**src/rtl/indexed_ordered_list_unit_assert.svh**
```systemverilog
// Assertion helpers for the list unit RTL, included by iol_ctrl.
`ifndef INDEXED_ORDERED_LIST_UNIT_ASSERT_SVH
`define INDEXED_ORDERED_LIST_UNIT_ASSERT_SVH

`ifndef SYNTHESIS

`define IOL_ASSERT_CLK(lbl, clk, rstn, prop, msg) \
  lbl: assert property (@(posedge clk) disable iff (!rstn) (prop)) else $error(msg);

`define IOL_ASSERT(lbl, prop, msg) \
  `IOL_ASSERT_CLK(lbl, clk_i, rst_ni, prop, msg)

`else

`define IOL_ASSERT_CLK(lbl, clk, rstn, prop, msg)

`define IOL_ASSERT(lbl, prop, msg)

`endif

`endif

```
**src/rtl/iol_pkg.sv**
```systemverilog
`default_nettype none

package iol_pkg;

  // List depth and derived widths
  localparam int DEPTH   = 16;
  localparam int IDX_W   = (DEPTH > 1) ? $clog2(DEPTH) : 1;
  localparam int CNT_W   = $clog2(DEPTH + 1);

  // Beat field widths
  localparam int MODE_W  = 2;
  localparam int POS_W   = 5;
  localparam int DST_W   = 4;
  localparam int WORD_W  = 64;
  localparam int STAT_W  = 2;
  localparam int COUNT_W = 5;

  // Compare width wide enough for positions and the entry count
  localparam int CMP_W   = (CNT_W > POS_W) ? CNT_W : POS_W;

  typedef enum logic [MODE_W-1:0] {
    MODE_INSERT = 2'd0,
    MODE_DELETE = 2'd1,
    MODE_MOVE   = 2'd2,
    MODE_READ   = 2'd3
  } mode_e;

  typedef enum logic [STAT_W-1:0] {
    ST_OK    = 2'd0,
    ST_RANGE = 2'd1,
    ST_FULL  = 2'd2
  } status_e;

  typedef enum logic [1:0] {
    CELL_HOLD  = 2'd0,
    CELL_LEFT  = 2'd1,
    CELL_RIGHT = 2'd2,
    CELL_LOAD  = 2'd3
  } cell_cmd_e;

  typedef struct packed {
    cell_cmd_e [DEPTH-1:0] cmd;
    logic [WORD_W-1:0]     load_word;
  } cell_ctrl_t;

  typedef struct packed {
    status_e              status;
    logic [WORD_W-1:0]    read_value;
    logic [COUNT_W-1:0]   entry_count;
  } result_t;

endpackage

`default_nettype wire

```
**src/rtl/iol_if.sv**
```systemverilog
`default_nettype none

interface iol_req_if import iol_pkg::*; ();
  logic              valid;
  logic              ready;
  logic [MODE_W-1:0] mode;
  logic [POS_W-1:0]  position;
  logic [DST_W-1:0]  dest_position;
  logic [WORD_W-1:0] value;

  modport source (output valid, mode, position, dest_position, value, input ready);
  modport sink   (input valid, mode, position, dest_position, value, output ready);
endinterface

interface iol_rsp_if import iol_pkg::*; ();
  logic               valid;
  logic               ready;
  logic [STAT_W-1:0]  status;
  logic [WORD_W-1:0]  read_value;
  logic [COUNT_W-1:0] entry_count;

  modport source (output valid, status, read_value, entry_count, input ready);
  modport sink   (input valid, status, read_value, entry_count, output ready);
endinterface

`default_nettype wire

```
**src/rtl/iol_cell.sv**
```systemverilog
`default_nettype none

module iol_cell import iol_pkg::*; (
  input  wire logic              clk_i,
  input  wire cell_cmd_e         cmd_i,
  input  wire logic [WORD_W-1:0] left_i,
  input  wire logic [WORD_W-1:0] right_i,
  input  wire logic [WORD_W-1:0] load_i,
  output logic [WORD_W-1:0]      q_o
);

  logic [WORD_W-1:0] word_q;
  logic [WORD_W-1:0] word_d;

  always_comb begin
    case (cmd_i)
      CELL_LEFT:  word_d = left_i;
      CELL_RIGHT: word_d = right_i;
      CELL_LOAD:  word_d = load_i;
      default:    word_d = word_q;
    endcase
  end

  always_ff @(posedge clk_i) begin
    word_q <= word_d;
  end

  assign q_o = word_q;

endmodule

`default_nettype wire

```
**src/rtl/iol_ctrl.sv**
```systemverilog
`default_nettype none
`include "indexed_ordered_list_unit_assert.svh"

module iol_ctrl import iol_pkg::*; (
  input  wire logic              clk_i,
  input  wire logic              rst_ni,
  input  wire logic              fire_i,
  input  wire logic [MODE_W-1:0] mode_i,
  input  wire logic [POS_W-1:0]  position_i,
  input  wire logic [DST_W-1:0]  dest_position_i,
  input  wire logic [WORD_W-1:0] value_i,
  input  wire logic [WORD_W-1:0] pick_i,
  output cell_ctrl_t             cell_ctrl_o,
  output result_t                result_o
);

  logic [CNT_W-1:0] len_q;
  logic [CNT_W-1:0] len_d;
  logic [CNT_W-1:0] len_op;
  status_e          status;
  logic [WORD_W-1:0] rd_word;
  logic [CMP_W-1:0] len_e;
  logic [CMP_W-1:0] pos_e;
  logic [CMP_W-1:0] dst_e;
  logic [DEPTH-1:0] load_vec;

  assign len_e = CMP_W'(len_q);
  assign pos_e = CMP_W'(position_i);
  assign dst_e = CMP_W'(dest_position_i);

  always_comb begin
    logic [CMP_W-1:0] ie;
    ie                    = '0;
    status                = ST_OK;
    len_op                = len_q;
    rd_word               = '0;
    cell_ctrl_o.load_word = value_i;
    for (int i = 0; i < DEPTH; i++) begin
      cell_ctrl_o.cmd[i] = CELL_HOLD;
    end
    case (mode_e'(mode_i))
      MODE_INSERT: begin
        if (pos_e > len_e) begin
          status = ST_RANGE;
        end else if (len_q == CNT_W'(DEPTH)) begin
          status = ST_FULL;
        end else begin
          len_op = len_q + 1'b1;
          for (int i = 0; i < DEPTH; i++) begin
            ie = CMP_W'(i);
            if (ie == pos_e) begin
              cell_ctrl_o.cmd[i] = CELL_LOAD;
            end else if (ie > pos_e && ie <= len_e) begin
              cell_ctrl_o.cmd[i] = CELL_LEFT;
            end
          end
        end
      end
      MODE_DELETE: begin
        if (pos_e >= len_e) begin
          status = ST_RANGE;
        end else begin
          len_op = len_q - 1'b1;
          for (int i = 0; i < DEPTH; i++) begin
            ie = CMP_W'(i);
            if (ie >= pos_e && (ie + 1'b1) < len_e) begin
              cell_ctrl_o.cmd[i] = CELL_RIGHT;
            end
          end
        end
      end
      MODE_MOVE: begin
        if (pos_e >= len_e || dst_e >= len_e) begin
          status = ST_RANGE;
        end else begin
          // the picked entry drops into the destination, the span between shifts
          cell_ctrl_o.load_word = pick_i;
          for (int i = 0; i < DEPTH; i++) begin
            ie = CMP_W'(i);
            if (pos_e > dst_e) begin
              if (ie == dst_e) begin
                cell_ctrl_o.cmd[i] = CELL_LOAD;
              end else if (ie > dst_e && ie <= pos_e) begin
                cell_ctrl_o.cmd[i] = CELL_LEFT;
              end
            end else if (dst_e > pos_e) begin
              if (ie == dst_e) begin
                cell_ctrl_o.cmd[i] = CELL_LOAD;
              end else if (ie >= pos_e && ie < dst_e) begin
                cell_ctrl_o.cmd[i] = CELL_RIGHT;
              end
            end
          end
        end
      end
      MODE_READ: begin
        if (pos_e >= len_e) begin
          status = ST_RANGE;
        end else begin
          rd_word = pick_i;
        end
      end
      default: begin
        status = ST_OK;
      end
    endcase
    // cells only move on an accepted beat
    if (!fire_i) begin
      for (int i = 0; i < DEPTH; i++) begin
        cell_ctrl_o.cmd[i] = CELL_HOLD;
      end
    end
  end

  always_comb begin
    for (int i = 0; i < DEPTH; i++) begin
      load_vec[i] = (cell_ctrl_o.cmd[i] == CELL_LOAD);
    end
  end

  assign len_d = fire_i ? len_op : len_q;

  always_ff @(posedge clk_i or negedge rst_ni) begin
    if (!rst_ni) begin
      len_q <= '0;
    end else begin
      len_q <= len_d;
    end
  end

  assign result_o.status      = status;
  assign result_o.read_value  = rd_word;
  assign result_o.entry_count = COUNT_W'(len_op);

  `IOL_ASSERT(a_len_bound, len_q <= CNT_W'(DEPTH), "entry count above depth")
  `IOL_ASSERT(a_refused_holds, (fire_i && status != ST_OK) |=> $stable(len_q), "refused op changed length")
  `IOL_ASSERT(a_insert_grows, (fire_i && mode_i == MODE_INSERT && status == ST_OK) |=> (len_q == CNT_W'($past(len_q) + 1'b1)), "insert did not grow list")
  `IOL_ASSERT(a_single_load, $onehot0(load_vec), "more than one cell loads")
  `IOL_ASSERT(a_idle_hold, (!fire_i) |=> $stable(len_q), "length moved without a beat")

endmodule

`default_nettype wire

```
**src/rtl/indexed_ordered_list_unit.sv**
```systemverilog
// Channel  Dir  Payload                                     Handshake
// req_i    in   mode, position, dest_position, value         valid/ready
// rsp_o    out  status, read_value, entry_count              valid/ready
//
// Each beat is decoded combinationally and applied to the cell row on acceptance; the
// result is captured in the output register when the beat is accepted.
// Unstalled rate is one beat per cycle: every cell shifts, loads or holds in parallel.
// A stalled result holds the output register and drops req_i.ready until taken.
// Reset empties the list and clears the output valid; cell contents are undefined.
`default_nettype none

module indexed_ordered_list_unit import iol_pkg::*; (
  input  wire logic  clk_i,
  input  wire logic  rst_ni,
  iol_req_if.sink    req_i,
  iol_rsp_if.source  rsp_o
);

  logic [WORD_W-1:0] cell_q     [DEPTH];
  logic [WORD_W-1:0] left_w     [DEPTH];
  logic [WORD_W-1:0] right_w    [DEPTH];
  logic [WORD_W-1:0] pick_word;
  cell_ctrl_t        cell_ctrl;
  result_t           result;
  logic              fire;
  logic              rsp_valid_q;
  result_t           rsp_q;

  assign req_i.ready = !rsp_valid_q || rsp_o.ready;
  assign fire        = req_i.valid && req_i.ready;

  assign pick_word = cell_q[IDX_W'(req_i.position)];

  always_comb begin
    for (int i = 0; i < DEPTH; i++) begin
      left_w[i]  = (i == 0) ? '0 : cell_q[(i == 0) ? 0 : i - 1];
      right_w[i] = (i == DEPTH - 1) ? '0 : cell_q[(i == DEPTH - 1) ? i : i + 1];
    end
  end

  iol_ctrl u_ctrl (
    .clk_i           (clk_i),
    .rst_ni          (rst_ni),
    .fire_i          (fire),
    .mode_i          (req_i.mode),
    .position_i      (req_i.position),
    .dest_position_i (req_i.dest_position),
    .value_i         (req_i.value),
    .pick_i          (pick_word),
    .cell_ctrl_o     (cell_ctrl),
    .result_o        (result)
  );

  for (genvar g = 0; g < DEPTH; g++) begin : g_cell
    iol_cell u_cell (
      .clk_i   (clk_i),
      .cmd_i   (cell_ctrl.cmd[g]),
      .left_i  (left_w[g]),
      .right_i (right_w[g]),
      .load_i  (cell_ctrl.load_word),
      .q_o     (cell_q[g])
    );
  end

  always_ff @(posedge clk_i or negedge rst_ni) begin
    if (!rst_ni) begin
      rsp_valid_q <= 1'b0;
    end else if (fire) begin
      rsp_valid_q <= 1'b1;
    end else if (rsp_o.ready) begin
      rsp_valid_q <= 1'b0;
    end
  end

  always_ff @(posedge clk_i) begin
    if (fire) begin
      rsp_q <= result;
    end
  end

  assign rsp_o.valid       = rsp_valid_q;
  assign rsp_o.status      = rsp_q.status;
  assign rsp_o.read_value  = rsp_q.read_value;
  assign rsp_o.entry_count = rsp_q.entry_count;

endmodule

`default_nettype wire

```
**src/flat_wrapper.sv**
```systemverilog
// flat-port wrapper written by rule: the top's interface ports become plain ports
module indexed_ordered_list_unit_flat import iol_pkg::*;
  (clk_i, rst_ni, req_i_valid, req_i_mode, req_i_position, req_i_dest_position, req_i_value, req_i_ready, rsp_o_valid, rsp_o_status, rsp_o_read_value, rsp_o_entry_count, rsp_o_ready);
  iol_req_if req_i_i ();
  iol_rsp_if rsp_o_i ();
  input  wire logic clk_i;
  input  wire logic rst_ni;
  input wire logic [$bits(req_i_i.valid)-1:0] req_i_valid;
  input wire logic [$bits(req_i_i.mode)-1:0] req_i_mode;
  input wire logic [$bits(req_i_i.position)-1:0] req_i_position;
  input wire logic [$bits(req_i_i.dest_position)-1:0] req_i_dest_position;
  input wire logic [$bits(req_i_i.value)-1:0] req_i_value;
  output wire logic [$bits(req_i_i.ready)-1:0] req_i_ready;
  output wire logic [$bits(rsp_o_i.valid)-1:0] rsp_o_valid;
  output wire logic [$bits(rsp_o_i.status)-1:0] rsp_o_status;
  output wire logic [$bits(rsp_o_i.read_value)-1:0] rsp_o_read_value;
  output wire logic [$bits(rsp_o_i.entry_count)-1:0] rsp_o_entry_count;
  input wire logic [$bits(rsp_o_i.ready)-1:0] rsp_o_ready;
  assign req_i_i.valid = req_i_valid;
  assign req_i_i.mode = req_i_mode;
  assign req_i_i.position = req_i_position;
  assign req_i_i.dest_position = req_i_dest_position;
  assign req_i_i.value = req_i_value;
  assign req_i_ready = req_i_i.ready;
  assign rsp_o_valid = rsp_o_i.valid;
  assign rsp_o_status = rsp_o_i.status;
  assign rsp_o_read_value = rsp_o_i.read_value;
  assign rsp_o_entry_count = rsp_o_i.entry_count;
  assign rsp_o_i.ready = rsp_o_ready;
  indexed_ordered_list_unit u_core (.clk_i(clk_i), .rst_ni(rst_ni), .req_i(req_i_i), .rsp_o(rsp_o_i));
endmodule
```
**config.mk**
```make
export PLATFORM = sky130hd
export DESIGN_NAME = indexed_ordered_list_unit_flat
export DESIGN_NICKNAME = d
export VERILOG_FILES = /design/src/rtl/iol_pkg.sv /design/src/rtl/iol_if.sv /design/src/rtl/iol_cell.sv /design/src/rtl/iol_ctrl.sv /design/src/rtl/indexed_ordered_list_unit.sv /design/src/flat_wrapper.sv
export VERILOG_INCLUDE_DIRS = /design/src /design/src/rtl
export SDC_FILE = /design/constraint.sdc
export NUM_CORES = 2
export LEC_CHECK = 0
export ABC_AREA = 1
export BUFFER_PORTS_ARGS = -buffer_cell sky130_fd_sc_hd__buf_2
export CELL_PAD_IN_SITES_DETAIL_PLACEMENT = 1
export CELL_PAD_IN_SITES_GLOBAL_PLACEMENT = 2
export CORE_MARGIN = 3
export CORE_UTILIZATION = 32
export CTS_BUF_LIST = sky130_fd_sc_hd__clkbuf_4 sky130_fd_sc_hd__clkbuf_8 sky130_fd_sc_hd__clkbuf_16
export CTS_CLUSTER_SIZE = 40
export DETAILED_ROUTE_END_ITERATION = 10
export HOLD_SLACK_MARGIN = 0.06
export PLACE_DENSITY_LB_ADDON = 0.1
export SETUP_SLACK_MARGIN = 0.5
export SYNTH_ARGS = -nofsm -noshare
export SYNTH_HDL_FRONTEND = slang
export SYNTH_HIERARCHICAL = 1
export SYNTH_SLANG_ARGS = --single-unit
```
**constraint.sdc**
```tcl
create_clock -name clk_i -period 10.05 [get_ports clk_i]
set_input_delay 1.5075 -clock clk_i [delete_from_list [all_inputs] [get_ports clk_i]]
set_output_delay 1.5075 -clock clk_i [all_outputs]
set_load 0.05 [all_outputs]
```
==> flow_summary.json <==
{
  "status": "finished, final reports clean",
  "endpoint_kind": "flop",
  "grt_setup_unrepaired": "false",
  "worstPathCellList": "buf_4 > buf_4 > inv_1 > ha_1 > inv_1 > nor2_1 > nand3_1 > nand3_2 > nand2_1 > o21a_1 > nor2_1 > nor2_1 > nor2_4 > buf_4 > clkinv_2 > nand2_4 > buf_4",
  "drt_iter0_drc": 7304,
  "synth_warnings": 6,
  "slew_violations": 0,
  "dr.pass1.iters": 6,
  "routedWlPerCell_um": 29.9,
  "synth-seq-cells": 1101,
  "dp_slack_ns": 2.24,
  "drive_gt1_frac": 0.0725,
  "regToRegSetupSlack_ns": 3.38,
  "synth.distinct_cells": 42,
  "gp_congestion": 0.857,
  "multi_input_area_um2": 32400,
  "num_io_pins": 152,
  "hold_ws_ns": 0.504,
  "synth_ff_type": "edfxtp_1",
  "synth_most_common_cell": "nand3_1",
  "numCtsBuffers": 150,
  "path_max_fanout": 62,
  "clock_path_buffers": 3,
  "crit_family": "buffers and inverters",
  "grt_pass1_vias": 74463,
  "period_needed_ns": 7.11,
  "syn2layout_area_growth_pct": 8.32,
  "cp.required_ns": 10.48,
  "cpMostUsedCell": "buf_4",
  "period_share": 0.708,
  "setup_viol": 0,
  "overflow": 0,
  "syn-cell-area_um2": 73900,
  "viasPerCell": 5.81,
  "initial_core_util": 0.323,
  "cp.arrival_ns": 7.54,
  "slew-limit-headroom": 0.155,
  "num_vias": 73836,
  "synth_area_leaders": "edfxtp_1 45%, nand3_1 26%, nand2_1 13%, inv_1 4.6%, buf_6 3.9%",
  "slowest_delay_ns": 0.83,
  "fp.dieW_um": 486,
  "root_buffer": "clkbuf_16",
  "fin_nets": 9672,
  "skew_ns": 0.0298,
  "holdBufCountCts": 0,
  "yosys-top-cells-count": "3,903 x nand3_1, 2,627 x nand2_1, 1,095 x edfxtp_1",
  "worstMarginPinSlew_ns": 1.27,
  "wl_mm": 380,
  "fin_setup_tns_ns": 0,
  "core_um2": 229000,
  "async_reset_ff_frac": 0.00545,
  "maxCapViolCount": 0,
  "grt_usage": 0.312,
  "syn_area_per_cell_um2": 7.57,
  "antenna_found_initial": 5,
  "dieArea_um2": 237000,
  "grt_max_degree": 138,
  "final_core_util": 0.350,
  "fin_ws_ns": 2.94,
  "power_density_nw_per_um2": 167,
  "crit_buf_inv": 7,
  "synth_seq_area_share": 0.447,
  "fmax_ghz": 0.141,
  "netlist_instances": 9759,
  "rows": 175,
  "hold_viol_final": 0,
  "path_class": "input port to flop",
  "cts_setup_buffers": 0,
  "clk_pin_slew_worst_paths_ns": 0.06,
  "critPathSlowestCell": "clkinv_2",
  "drc": 0,
  "hp-class": "input port to async pin",
  "synth_edf_count": 1095,
  "irDropWorstVdd_v": 0.000176,
  "critPathLaunchType": "input port",
  "port-buffer-count": 151,
  "p_leak_uw": 0.0339,
  "clk-insertion-delay-late_ns": 0.83,
  "synth_top_area_frac": 0.445,
  "clock_sinks": 1101,
  "fillCellCount": 27971,
  "htree_levels": 4,
  "synth_top_area_cell": "edfxtp_1",
  "grt_first_pass_wirelength_mm": 546,
  "seqCellArea_um2": 33000,
  "ant_nets": 0,
  "ctsResizeCount": 0,
  "dp_hpwl_mm": 227,
  "cts_tree": "built",
  "fp.dieH_um": 486
}
## layer usage
layer  global-route usage  part of all wire  vias to the layer above
met4               0.0933             0.030                        6
met1                0.435              0.45                    38117
met2                0.509              0.46                     2675
met5                    0           0.00011                        -
li1                     -                 -                    32548
met3               0.0358             0.059                      490
## state kept, by name, indices dropped and copies added (netlist names)
| name | count |
|---|---|
| u_core/rsp_o.status | 2 |
| u_core/rsp_o.valid | 1 |
| u_core/rsp_o.entry_count | 5 |
| u_core/u_ctrl/len_e | 5 |
| u_core/rsp_o.read_value | 64 |
| u_core/g_cell.u_cell/q_o | 1024 |
## worst paths after layout
kind,endpoint,from,cells past startpoint
min,u_core/rsp_o.valid,rst_ni,1
max in group asynchronous,u_core/u_ctrl/len_e[4],rst_ni,1
min reg2reg,u_core/g_cell[1].u_cell/q_o[0],u_core/g_cell[0].u_cell/q_o[0],2
min in group clk_i,u_core/g_cell[1].u_cell/q_o[0],u_core/g_cell[0].u_cell/q_o[0],2
max reg2reg,u_core/g_cell[11].u_cell/q_o[49],u_core/u_ctrl/len_e[4],15
max,u_core/g_cell[3].u_cell/q_o[29],req_i_position[3],17
## logic make-up (layout without fill, tap and decap cells)
family          after synthesis  count (layout)  share of synthesized area
buf+inv                    1756            1560                      0.127
xor+xnor                      4               4                   0.000474
simple gates               6736            6736                      0.412
other cells                   1             133                  0.0000508
compound gates              143             143                     0.0103
flops                      1101            1101                      0.447
fa+ha+maj                    18              18                    0.00305
## cell usage in the layout (no fill, tap or decap), types with 38 or more instances in the layout
| cell | count |
|---|---|
| clkinv_2 | 45 |
| nor3_1 | 68 |
| inv_1 | 891 |
| clkinv_1 | 38 |
| buf_4 | 199 |
| nand2_1 | 2609 |
| conb_1 | 128 |
| edfxtp_1 | 1095 |
| o21ai_1 | 75 |
| clkbuf_16 | 157 |
| buf_2 | 147 |
| nand3_1 | 3903 |
| clkbuf_4 | 40 |
| nor2_1 | 83 |
## cell type report
type | count | area share
Antenna cell | 5 | 0.000156
Clock buffer | 197 | 0.0528
Clock inverter | 70 | 0.00683
Inverter | 937 | 0.0449
Multi-Input combinational cell | 7029 | 0.405
Sequential cell | 1101 | 0.413
Tap cell | 3009 | 0.0470
Timing Repair Buffer | 356 | 0.0301
## worst reg2reg max path, cell delays in order (launching register included)
cell	delay, ns
dfrtp_1	0.70
inv_2	0.26
ha_1	0.38
nand2_2	0.10
nor2_4	0.05
nand2_2	0.17
inv_1	0.12
nor2_4	0.39
nand2_2	0.13
nor2_4	0.41
nand3_1	0.23
a21oi_4	0.21
buf_4	0.50
clkinv_2	0.94
nand2_4	0.90
buf_4	0.74
## metrics by stage
step | std cells | power [uW] | instance area [um2]
after floorplan | 9886 | 6930 | 74400
after global placement | 12432 | 7970 | 75200
after detailed placement | 12432 | 7990 | 75200
after CTS | 12699 | 13400 | 80000
after global routing | 12701 | 13800 | 80000
final | 12704 | 13300 | 80000
## where the power goes
part / internal (uW) / leakage [uW] / switching [uW]
combinational: 526 / 0.0215 / 1970
clock: 3130 / 0.00239 / 2270
sequential: 5270 / 0.0100 / 167
total: 8930 / 0.0339 / 4410
Note: power is estimated with default switching activity, not from simulation.
